$ cat src/hdl/kars_pkg.sv
`timescale 1ns / 1ps
// ----------------------------------------------------------------------------
// kars_pkg
// Shared types, constants and the key mask table for the keypad auto-repeat
// scanner.
// ----------------------------------------------------------------------------
package kars_pkg;

  localparam int KEY_BITS    = 12;
  localparam int STAMP_BITS  = 32;
  localparam int CODE_BITS   = 4;
  localparam int DELAY_BITS  = 16;
  localparam int NUM_ROWS    = 13;
  localparam int TIME_BITS_DEF = 32;

  // Stream widths, padded to whole bytes
  localparam int IN_TDATA_BITS  = 48;
  localparam int OUT_TDATA_BITS = 8;

  // Config port
  localparam int APB_ADDR_BITS = 3;
  localparam int APB_DATA_BITS = 32;

  localparam logic [DELAY_BITS-1:0] INITIAL_DELAY_RST = 16'd500;
  localparam logic [DELAY_BITS-1:0] REPEAT_DELAY_RST  = 16'd175;

  // Register index, taken from paddr[2]
  typedef enum logic {
    REG_INITIAL_DELAY = 1'b0,
    REG_REPEAT_DELAY  = 1'b1
  } reg_idx_t;

  // Key rows in table order; a row is pressed when all masked bits are low
  localparam logic [KEY_BITS-1:0] ROW_MASK [NUM_ROWS] = '{
    12'h003, 12'h002, 12'h001, 12'h080, 12'h040, 12'h010, 12'h020,
    12'h100, 12'h004, 12'h008, 12'h400, 12'h200, 12'h800
  };

  typedef struct packed {
    logic [DELAY_BITS-1:0] initial_delay_ms;
    logic [DELAY_BITS-1:0] repeat_delay_ms;
  } cfg_t;

  typedef struct packed {
    logic [KEY_BITS-1:0]   raw_keys;
    logic [STAMP_BITS-1:0] now_ms;
    logic                  clear_repeat;
  } scan_t;

  // Pressed flags for all rows of one key word
  function automatic logic [NUM_ROWS-1:0] rows_pressed(input logic [KEY_BITS-1:0] keys);
    logic [NUM_ROWS-1:0] res;
    for (int r = 0; r < NUM_ROWS; r++) begin
      res[r] = ((keys & ROW_MASK[r]) == '0);
    end
    return res;
  endfunction

endpackage

$ cat src/hdl/key_autorepeat_scanner_top.sv
`timescale 1ns / 1ps
// ----------------------------------------------------------------------------
// key_autorepeat_scanner_top
// Keypad scanner with click detection and auto-repeat, stream in and out,
// APB delay registers.
// ----------------------------------------------------------------------------
// Every scan transfer gives exactly one result transfer carrying key_code
// (0 for no event, else the table row 1..13 clicked or repeated). One scan
// is taken per clock cycle while the output is not stalled; a taken scan
// is held in the input register, and its result is presented from the
// result register. The single evaluation stage between the input register
// and the result register holds the priority match over the 13 rows and
// one time compare. A stalled output holds the result and stops the input
// register, so no transfer is lost. The user must write the delays through
// APB only while idle; the block itself does not enforce this.
// ----------------------------------------------------------------------------
module key_autorepeat_scanner_top
  import kars_pkg::*;
#(
  parameter int TIME_BITS = TIME_BITS_DEF
) (
  input  logic                      clk,
  input  logic                      rst_n,
  // Scan stream
  input  logic                      in_tvalid,
  output logic                      in_tready,
  input  logic [IN_TDATA_BITS-1:0]  in_tdata,   // [11:0] raw_keys, [43:12] now_ms, pad
  input  logic                      in_tuser,   // [0] clear_repeat
  // Result stream
  output logic                      out_tvalid,
  input  logic                      out_tready,
  output logic [OUT_TDATA_BITS-1:0] out_tdata,  // [3:0] key_code, pad
  // Config port
  input  logic                      cfg_psel,
  input  logic                      cfg_penable,
  input  logic                      cfg_pwrite,
  input  logic [APB_ADDR_BITS-1:0]  cfg_paddr,
  input  logic [APB_DATA_BITS-1:0]  cfg_pwdata,
  output logic [APB_DATA_BITS-1:0]  cfg_prdata,
  output logic                      cfg_pready
);

  cfg_t                 cfg;
  scan_t                in_scan, scan;
  logic                 scan_valid, advance;
  logic [CODE_BITS-1:0] key_code;

  assign in_scan.raw_keys     = in_tdata[KEY_BITS-1:0];
  assign in_scan.now_ms       = in_tdata[KEY_BITS +: STAMP_BITS];
  assign in_scan.clear_repeat = in_tuser;

  kars_regs u_regs (
    .clk     (clk),
    .rst_n   (rst_n),
    .psel    (cfg_psel),
    .penable (cfg_penable),
    .pwrite  (cfg_pwrite),
    .paddr   (cfg_paddr),
    .pwdata  (cfg_pwdata),
    .prdata  (cfg_prdata),
    .pready  (cfg_pready),
    .cfg     (cfg)
  );

  kars_in_reg u_in_reg (
    .clk        (clk),
    .rst_n      (rst_n),
    .in_valid   (in_tvalid),
    .in_ready   (in_tready),
    .in_scan    (in_scan),
    .advance    (advance),
    .scan_valid (scan_valid),
    .scan       (scan)
  );

  kars_core #(
    .TIME_BITS (TIME_BITS)
  ) u_core (
    .clk        (clk),
    .rst_n      (rst_n),
    .cfg        (cfg),
    .scan_valid (scan_valid),
    .scan       (scan),
    .advance    (advance),
    .out_valid  (out_tvalid),
    .out_ready  (out_tready),
    .key_code   (key_code)
  );

  assign out_tdata = OUT_TDATA_BITS'(key_code);

endmodule

$ cat src/hdl/kars_regs.sv
`timescale 1ns / 1ps
// ----------------------------------------------------------------------------
// kars_regs
// APB register file holding the initial and repeat delays.
// ----------------------------------------------------------------------------
module kars_regs
  import kars_pkg::*;
(
  input  logic                     clk,
  input  logic                     rst_n,
  input  logic                     psel,
  input  logic                     penable,
  input  logic                     pwrite,
  input  logic [APB_ADDR_BITS-1:0] paddr,
  input  logic [APB_DATA_BITS-1:0] pwdata,
  output logic [APB_DATA_BITS-1:0] prdata,
  output logic                     pready,
  output cfg_t                     cfg
);

  cfg_t     cfg_r, cfg_nxt;
  reg_idx_t idx;
  logic     wr_en;

  assign pready = 1'b1;
  assign idx    = reg_idx_t'(paddr[2]);
  assign wr_en  = psel && penable && pwrite && pready;

  // Write decode
  always_comb begin
    cfg_nxt = cfg_r;
    if (wr_en) begin
      case (idx)
        REG_INITIAL_DELAY: cfg_nxt.initial_delay_ms = pwdata[DELAY_BITS-1:0];
        REG_REPEAT_DELAY:  cfg_nxt.repeat_delay_ms  = pwdata[DELAY_BITS-1:0];
        default:           cfg_nxt = cfg_r;
      endcase
    end
  end

  always_ff @(posedge clk) begin
    if (!rst_n) begin
      cfg_r.initial_delay_ms <= INITIAL_DELAY_RST;
      cfg_r.repeat_delay_ms  <= REPEAT_DELAY_RST;
    end else begin
      cfg_r <= cfg_nxt;
    end
  end

  // Read mux
  always_comb begin
    case (idx)
      REG_INITIAL_DELAY: prdata = APB_DATA_BITS'(cfg_r.initial_delay_ms);
      REG_REPEAT_DELAY:  prdata = APB_DATA_BITS'(cfg_r.repeat_delay_ms);
      default:           prdata = '0;
    endcase
  end

  assign cfg = cfg_r;

endmodule

$ cat src/hdl/kars_in_reg.sv
`timescale 1ns / 1ps
// ----------------------------------------------------------------------------
// kars_in_reg
// Input register: captures one scan per transfer and holds it until the
// evaluation stage takes it.
// ----------------------------------------------------------------------------
module kars_in_reg
  import kars_pkg::*;
(
  input  logic  clk,
  input  logic  rst_n,
  input  logic  in_valid,
  output logic  in_ready,
  input  scan_t in_scan,
  input  logic  advance,
  output logic  scan_valid,
  output scan_t scan
);

  logic  valid_r, valid_nxt;
  scan_t scan_r;
  logic  take;

  // Free when empty or when the held scan moves on this cycle
  assign in_ready = !valid_r || advance;
  assign take     = in_valid && in_ready;

  always_comb begin
    valid_nxt = valid_r;
    if (take) begin
      valid_nxt = 1'b1;
    end else if (advance) begin
      valid_nxt = 1'b0;
    end
  end

  always_ff @(posedge clk) begin
    if (!rst_n) begin
      valid_r <= 1'b0;
    end else begin
      valid_r <= valid_nxt;
    end
  end

  // Payload, no reset
  always_ff @(posedge clk) begin
    if (take) begin
      scan_r <= in_scan;
    end
  end

  assign scan_valid = valid_r;
  assign scan       = scan_r;

endmodule

$ cat src/hdl/kars_core.sv
`timescale 1ns / 1ps
// ----------------------------------------------------------------------------
// kars_core
// Click detection and auto-repeat timing for one scan, with the scan state
// and the result register.
// ----------------------------------------------------------------------------
module kars_core
  import kars_pkg::*;
#(
  parameter int TIME_BITS = TIME_BITS_DEF
) (
  input  logic                 clk,
  input  logic                 rst_n,
  input  cfg_t                 cfg,
  input  logic                 scan_valid,
  input  scan_t                scan,
  output logic                 advance,
  output logic                 out_valid,
  input  logic                 out_ready,
  output logic [CODE_BITS-1:0] key_code
);

  localparam int PAD_ROWS = (1 << CODE_BITS) - NUM_ROWS;

  // Scan state
  logic [KEY_BITS-1:0]  prev_keys_r, prev_keys_nxt;
  logic [CODE_BITS-1:0] held_r, held_nxt;
  logic [TIME_BITS-1:0] last_time_r, last_time_nxt;
  logic                 has_rep_r, has_rep_nxt;

  // Result register
  logic                 out_valid_r, out_valid_nxt;
  logic [CODE_BITS-1:0] code_r, code_nxt;

  logic                          step;
  logic [NUM_ROWS-1:0]           pressed_now, pressed_prev, click_vec;
  logic [(1 << CODE_BITS)-1:0]   pressed_pad;
  logic [CODE_BITS-1:0]          click_row, held_eff, held_idx, code;
  logic                          clicked, held_pressed, fire;
  logic [TIME_BITS-1:0]          now_t, diff, delay_t;

  assign advance = !out_valid_r || out_ready;
  assign step    = scan_valid && advance;

  // Row press detection and first new click in table order
  assign pressed_now  = rows_pressed(scan.raw_keys);
  assign pressed_prev = rows_pressed(prev_keys_r);
  assign click_vec    = pressed_now & ~pressed_prev;
  assign clicked      = |click_vec;

  always_comb begin
    click_row = '0;
    for (int r = NUM_ROWS - 1; r >= 0; r--) begin
      if (click_vec[r]) begin
        click_row = CODE_BITS'(r + 1);
      end
    end
  end

  // Held key, after the clear flag; codes past the table read as released
  assign held_eff     = scan.clear_repeat ? '0 : held_r;
  assign held_idx     = held_eff - CODE_BITS'(1);
  assign pressed_pad  = {{PAD_ROWS{1'b0}}, pressed_now};
  assign held_pressed = (held_eff != '0) && pressed_pad[held_idx];

  // Modular elapsed time; a negative difference never fires
  assign now_t   = TIME_BITS'(scan.now_ms);
  assign diff    = now_t - last_time_r;
  assign delay_t = TIME_BITS'(has_rep_r ? cfg.repeat_delay_ms : cfg.initial_delay_ms);
  assign fire    = !diff[TIME_BITS-1] && (diff > delay_t);

  // Next state and result
  always_comb begin
    prev_keys_nxt = prev_keys_r;
    held_nxt      = held_r;
    last_time_nxt = last_time_r;
    has_rep_nxt   = has_rep_r;
    code          = '0;
    if (clicked) begin
      held_nxt      = click_row;
      has_rep_nxt   = 1'b0;
      last_time_nxt = now_t;
      code          = click_row;
    end else if (held_pressed) begin
      held_nxt = held_eff;
      if (fire) begin
        has_rep_nxt   = 1'b1;
        last_time_nxt = now_t;
        code          = held_eff;
      end
    end else begin
      held_nxt = '0;
    end
    if (step) begin
      prev_keys_nxt = scan.raw_keys;
    end else begin
      held_nxt      = held_r;
      last_time_nxt = last_time_r;
      has_rep_nxt   = has_rep_r;
    end
  end

  always_comb begin
    out_valid_nxt = out_valid_r;
    code_nxt      = code_r;
    if (advance) begin
      out_valid_nxt = scan_valid;
      code_nxt      = code;
    end
  end

  always_ff @(posedge clk) begin
    if (!rst_n) begin
      prev_keys_r <= '1;
      held_r      <= '0;
      last_time_r <= '0;
      has_rep_r   <= 1'b0;
      out_valid_r <= 1'b0;
    end else begin
      prev_keys_r <= prev_keys_nxt;
      held_r      <= held_nxt;
      last_time_r <= last_time_nxt;
      has_rep_r   <= has_rep_nxt;
      out_valid_r <= out_valid_nxt;
    end
  end

  always_ff @(posedge clk) begin
    code_r <= code_nxt;
  end

  assign out_valid = out_valid_r;
  assign key_code  = code_r;

endmodule

$ cat config.mk
export PLATFORM = sky130hd
export DESIGN_NAME = key_autorepeat_scanner_top
export DESIGN_NICKNAME = d
export VERILOG_FILES = /design/src/hdl/kars_pkg.sv /design/src/hdl/key_autorepeat_scanner_top.sv /design/src/hdl/kars_regs.sv /design/src/hdl/kars_in_reg.sv /design/src/hdl/kars_core.sv
export SDC_FILE = /design/constraint.sdc
export NUM_CORES = 1
export LEC_CHECK = 0
export BUFFER_PORTS_ARGS = -buffer_cell sky130_fd_sc_hd__buf_2
export CAP_MARGIN = 20
export CORE_ASPECT_RATIO = 0.6
export CORE_MARGIN = 3
export CORE_UTILIZATION = 50
export DETAILED_ROUTE_END_ITERATION = 6
export GPL_ROUTABILITY_DRIVEN = 0
export GPL_TIMING_DRIVEN = 0
export PLACE_DENSITY = 0.74
export SYNTH_ARGS = -nofsm -noshare
export SYNTH_HDL_FRONTEND = slang
export SYNTH_SLANG_ARGS = --single-unit
$ cat constraint.sdc
create_clock -name clk -period 6.1 [get_ports clk]
set_input_delay 0.305 -clock clk [delete_from_list [all_inputs] [get_ports clk]]
set_output_delay 0.305 -clock clk [all_outputs]
set_load 0.05 [all_outputs]
==> results.cfg <==
[run_status]
status = finished, violations left
violations = design-rule violations

[sta]
max_freq_ghz = 0.186
setup_violations = 0
layout_min_cycle_time_ns = 5.36
post-route-period-util_pct = 87.9
skew_ns = 0.0115
final-hold-violation-count = 0
worst_pin_slew_ns = 0.811
drv_slew = 0
relSlewSlack_pct = 46.0
rsz0062_at_grt = no
tns_ns = 0

[pwr]
power_density_nw_per_um2 = 275
p_leak_nw = 3.84
ir_drop_v = 0.000177
power_w = 0.00255

[placement]
io_buffers = 88
dp.final_hpwl_um = 14700

[logic_synthesis]
synth_area_leaders = dfxtp_1 (21%), edfxtp_1 (19%), nand2_1 (9.2%)
synth_edf_count = 49
synth_top_cell_by_area = dfxtp_1
avgSynthCellArea_um2 = 8.74
synthFlopType = dfxtp_1
synth-async-reset-ratio_pct = 0
ys_top_cells_by_count = nand2_1 (194), dfxtp_1 (83), a21oi_1 (64)
synth.distinct_cells = 74
seq_area_frac_synth_pct = 39.5
synth_top_area_share_pct = 21.0
ys_seq_elements = 132
synth_cells = 907
ys_warn_count = 0
syn_area_um2 = 7930
synth.most_common_cell = nand2_1

[setup_path]
reg2regPathDepth = 23
cp_max_fo = 10
crit_path_start_kind = flop
r2r-start = u_in_reg.scan[1]$_DFFE_PP_
required_ns = 6.41
cp-end-kind = flop
critPathArrivalTime_ns = 5.67
worstSetupPathType = flop to flop
startpoint = u_in_reg.scan[1]$_DFFE_PP_

[grt]
met2_usage_pct = 32.1
antenna_found_initial = 0
grt.busiest_layer = met1
first_global_vias = 6487
grtUsageMet1_pct = 35.4
grtUsageTotal_pct = 22.9
grt_max_degree = 26
grt.overflow.total = 0
grt_pass1_wl_um = 32600
use_met3_pct = 5.48

[drt]
wl_per_cell_um = 15.8
via_count = 6889
wl_um = 19600
antenna_left = 0
via_per_inst = 5.53
drt_first_pass_iters = 7
drc = 4
drt_iter0_drc = 621

[clock_tree]
clock_latency_ns = 0.43
cts-buffers-inserted = 17
postCtsResizedCells = 0
cts_setup_buffers = 0
cts_hold_buffers = 0
clockBufferDepth = 2
path_clk_slew_ns = 0.07
clock-sinks = 132
clockRootBuffer = clkbuf_16
htree_num_levels = 4
cts_tree = done

[die]
die-area_um2 = 17400
core_um2 = 15000
die_h_um = 104
initial_core_util_pct = 52.9
rows = 34
ios = 134
die_x_um = 169

[finish]
finalNetCount = 1174
syn2layout_area_growth_pct = 17.0
antennaDiodeCount = 0
final_layout_size_suffix_gt1_share_pct = 16.9
fillers = 1315

[hold_path]
min_path_cells = 1
hold_start = in_tdata[6]
hold_class = primary input to flop

[flow_run]
maxCapViolCount = 0
-- state kept, by name, summed over array words and instances (netlist names) --
register / count
u_core.key_code: 4
u_core.prev_keys_r: 12
u_core.has_rep_r: 1
u_core.held_r: 4
u_in_reg.scan_valid: 1
u_in_reg.scan: 45
u_regs.cfg: 32
u_core.out_valid: 1
u_core.last_time_r: 32
-- stage by stage --
stage               util, %  setup WS (ns)  cell area, µm²  hold slack, ns  instances
floorplan                 -           1.77            8000           0.404        926
global placement       58.0           1.04            8680           0.443       1212
detailed placement     58.2          0.937            8710           0.448       1213
CTS                    61.9          0.891            9270          0.0404       1245
global route           61.9          0.325            9270          0.0301       1245
finish                 61.9          0.737            9270          0.0429       1245
-- layout make-up --
cell class | count | area (µm²) | area share [%]
Inverter | 46 | 173 | 1.86
Buffer | 60 | 339 | 3.66
Timing Repair Buffer | 89 | 468 | 5.05
Multi-Input combinational cell | 688 | 4350 | 46.9
Tap cell | 198 | 248 | 2.67
Sequential cell | 132 | 3130 | 33.8
Clock buffer | 17 | 425 | 4.59
Clock inverter | 15 | 135 | 1.46
-- where the power goes --
part | leakage [nW] | switching [W] | internal [W] | total (W)
sequential | 1.16 | 0.0000302 | 0.000964 | 0.000994
combinational | 2.41 | 0.000352 | 0.000214 | 0.000567
clock | 0.273 | 0.000448 | 0.000537 | 0.000986
-- cells by family after synthesis --
| logic type | after synthesis | synth area share (%) |
|---|---|---|
| AOI/OAI and AO/OA | 174 | 14.4 |
| xor gates and xnor gates | 23 | 2.54 |
| adders and majority gates | 49 | 7.83 |
| buffers and inverters | 106 | 6.46 |
| DFF | 132 | 39.5 |
| muxes | 72 | 9.71 |
| other | 2 | 0.0948 |
| and+or+nand+nor | 349 | 19.4 |
-- routing by layer --
layer  up-vias  share of wire (%)  routed length [µm]
li1       3402                  -                   -
met1      3195                 50                9750
met2       271                 41                8080
met3        21                8.1                1590
met4         0               0.98                 193
met5         -                  0                   0
-- path summary, 6_finish.rpt --
kind                                         end  slack [ns]
min reg2reg  u_core.last_time_r[27]$_SDFFE_PN0P_        0.46
min                  u_in_reg.scan[39]$_DFFE_PP_        0.04
max reg2reg  u_core.last_time_r[11]$_SDFFE_PN0P_        0.74
max          u_core.last_time_r[11]$_SDFFE_PN0P_        0.74
-- cell usage in the layout, fill, tap and decap left out, types with 5 or more instances in the layout --
| cell | count |
|---|---|
| nand4_1 | 6 |
| conb_1 | 21 |
| ha_1 | 48 |
| o211ai_1 | 8 |
| buf_4 | 22 |
| a21oi_1 | 64 |
| mux2_2 | 18 |
| nor2_1 | 51 |
| and2_1 | 5 |
| nor3_1 | 7 |
| clkbuf_1 | 30 |
| inv_1 | 44 |
| nand2_1 | 194 |
| o21bai_1 | 5 |
| nor2b_1 | 10 |
| inv_6 | 5 |
| o21a_1 | 7 |
| clkbuf_16 | 17 |
| a21o_1 | 9 |
| mux2i_1 | 51 |
| a211oi_1 | 9 |
| xnor2_1 | 15 |
| o21ai_1 | 10 |
| edfxtp_1 | 49 |
| xor2_1 | 8 |
| and3_1 | 6 |
| o21ai_0 | 20 |
| nand2b_1 | 12 |
| buf_2 | 89 |
| dfxtp_1 | 83 |
| nand3_1 | 38 |
-- critical path, cell delays in order, from the launching register on --
cell and delay, ns:
edfxtp_1 0.34, inv_1 0.04, ha_1 0.21, fa_1 0.42, nand2b_1 0.20, a21o_1 0.19, and2_1 0.18, nor2_1 0.12
nor2_1 0.09, nor2_1 0.15, nor2_1 0.08, xnor2_1 0.14, ha_1 0.33, nand4_1 0.16, nor4_1 0.51, a22oi_1 0.20
a311oi_1 0.33, o2111ai_1 0.17, nor4_1 0.39, nand4_1 0.25, a32o_1 0.32, buf_6 0.14, buf_6 0.16, mux2i_1 0.12
(Power assumes the default switching activity.)
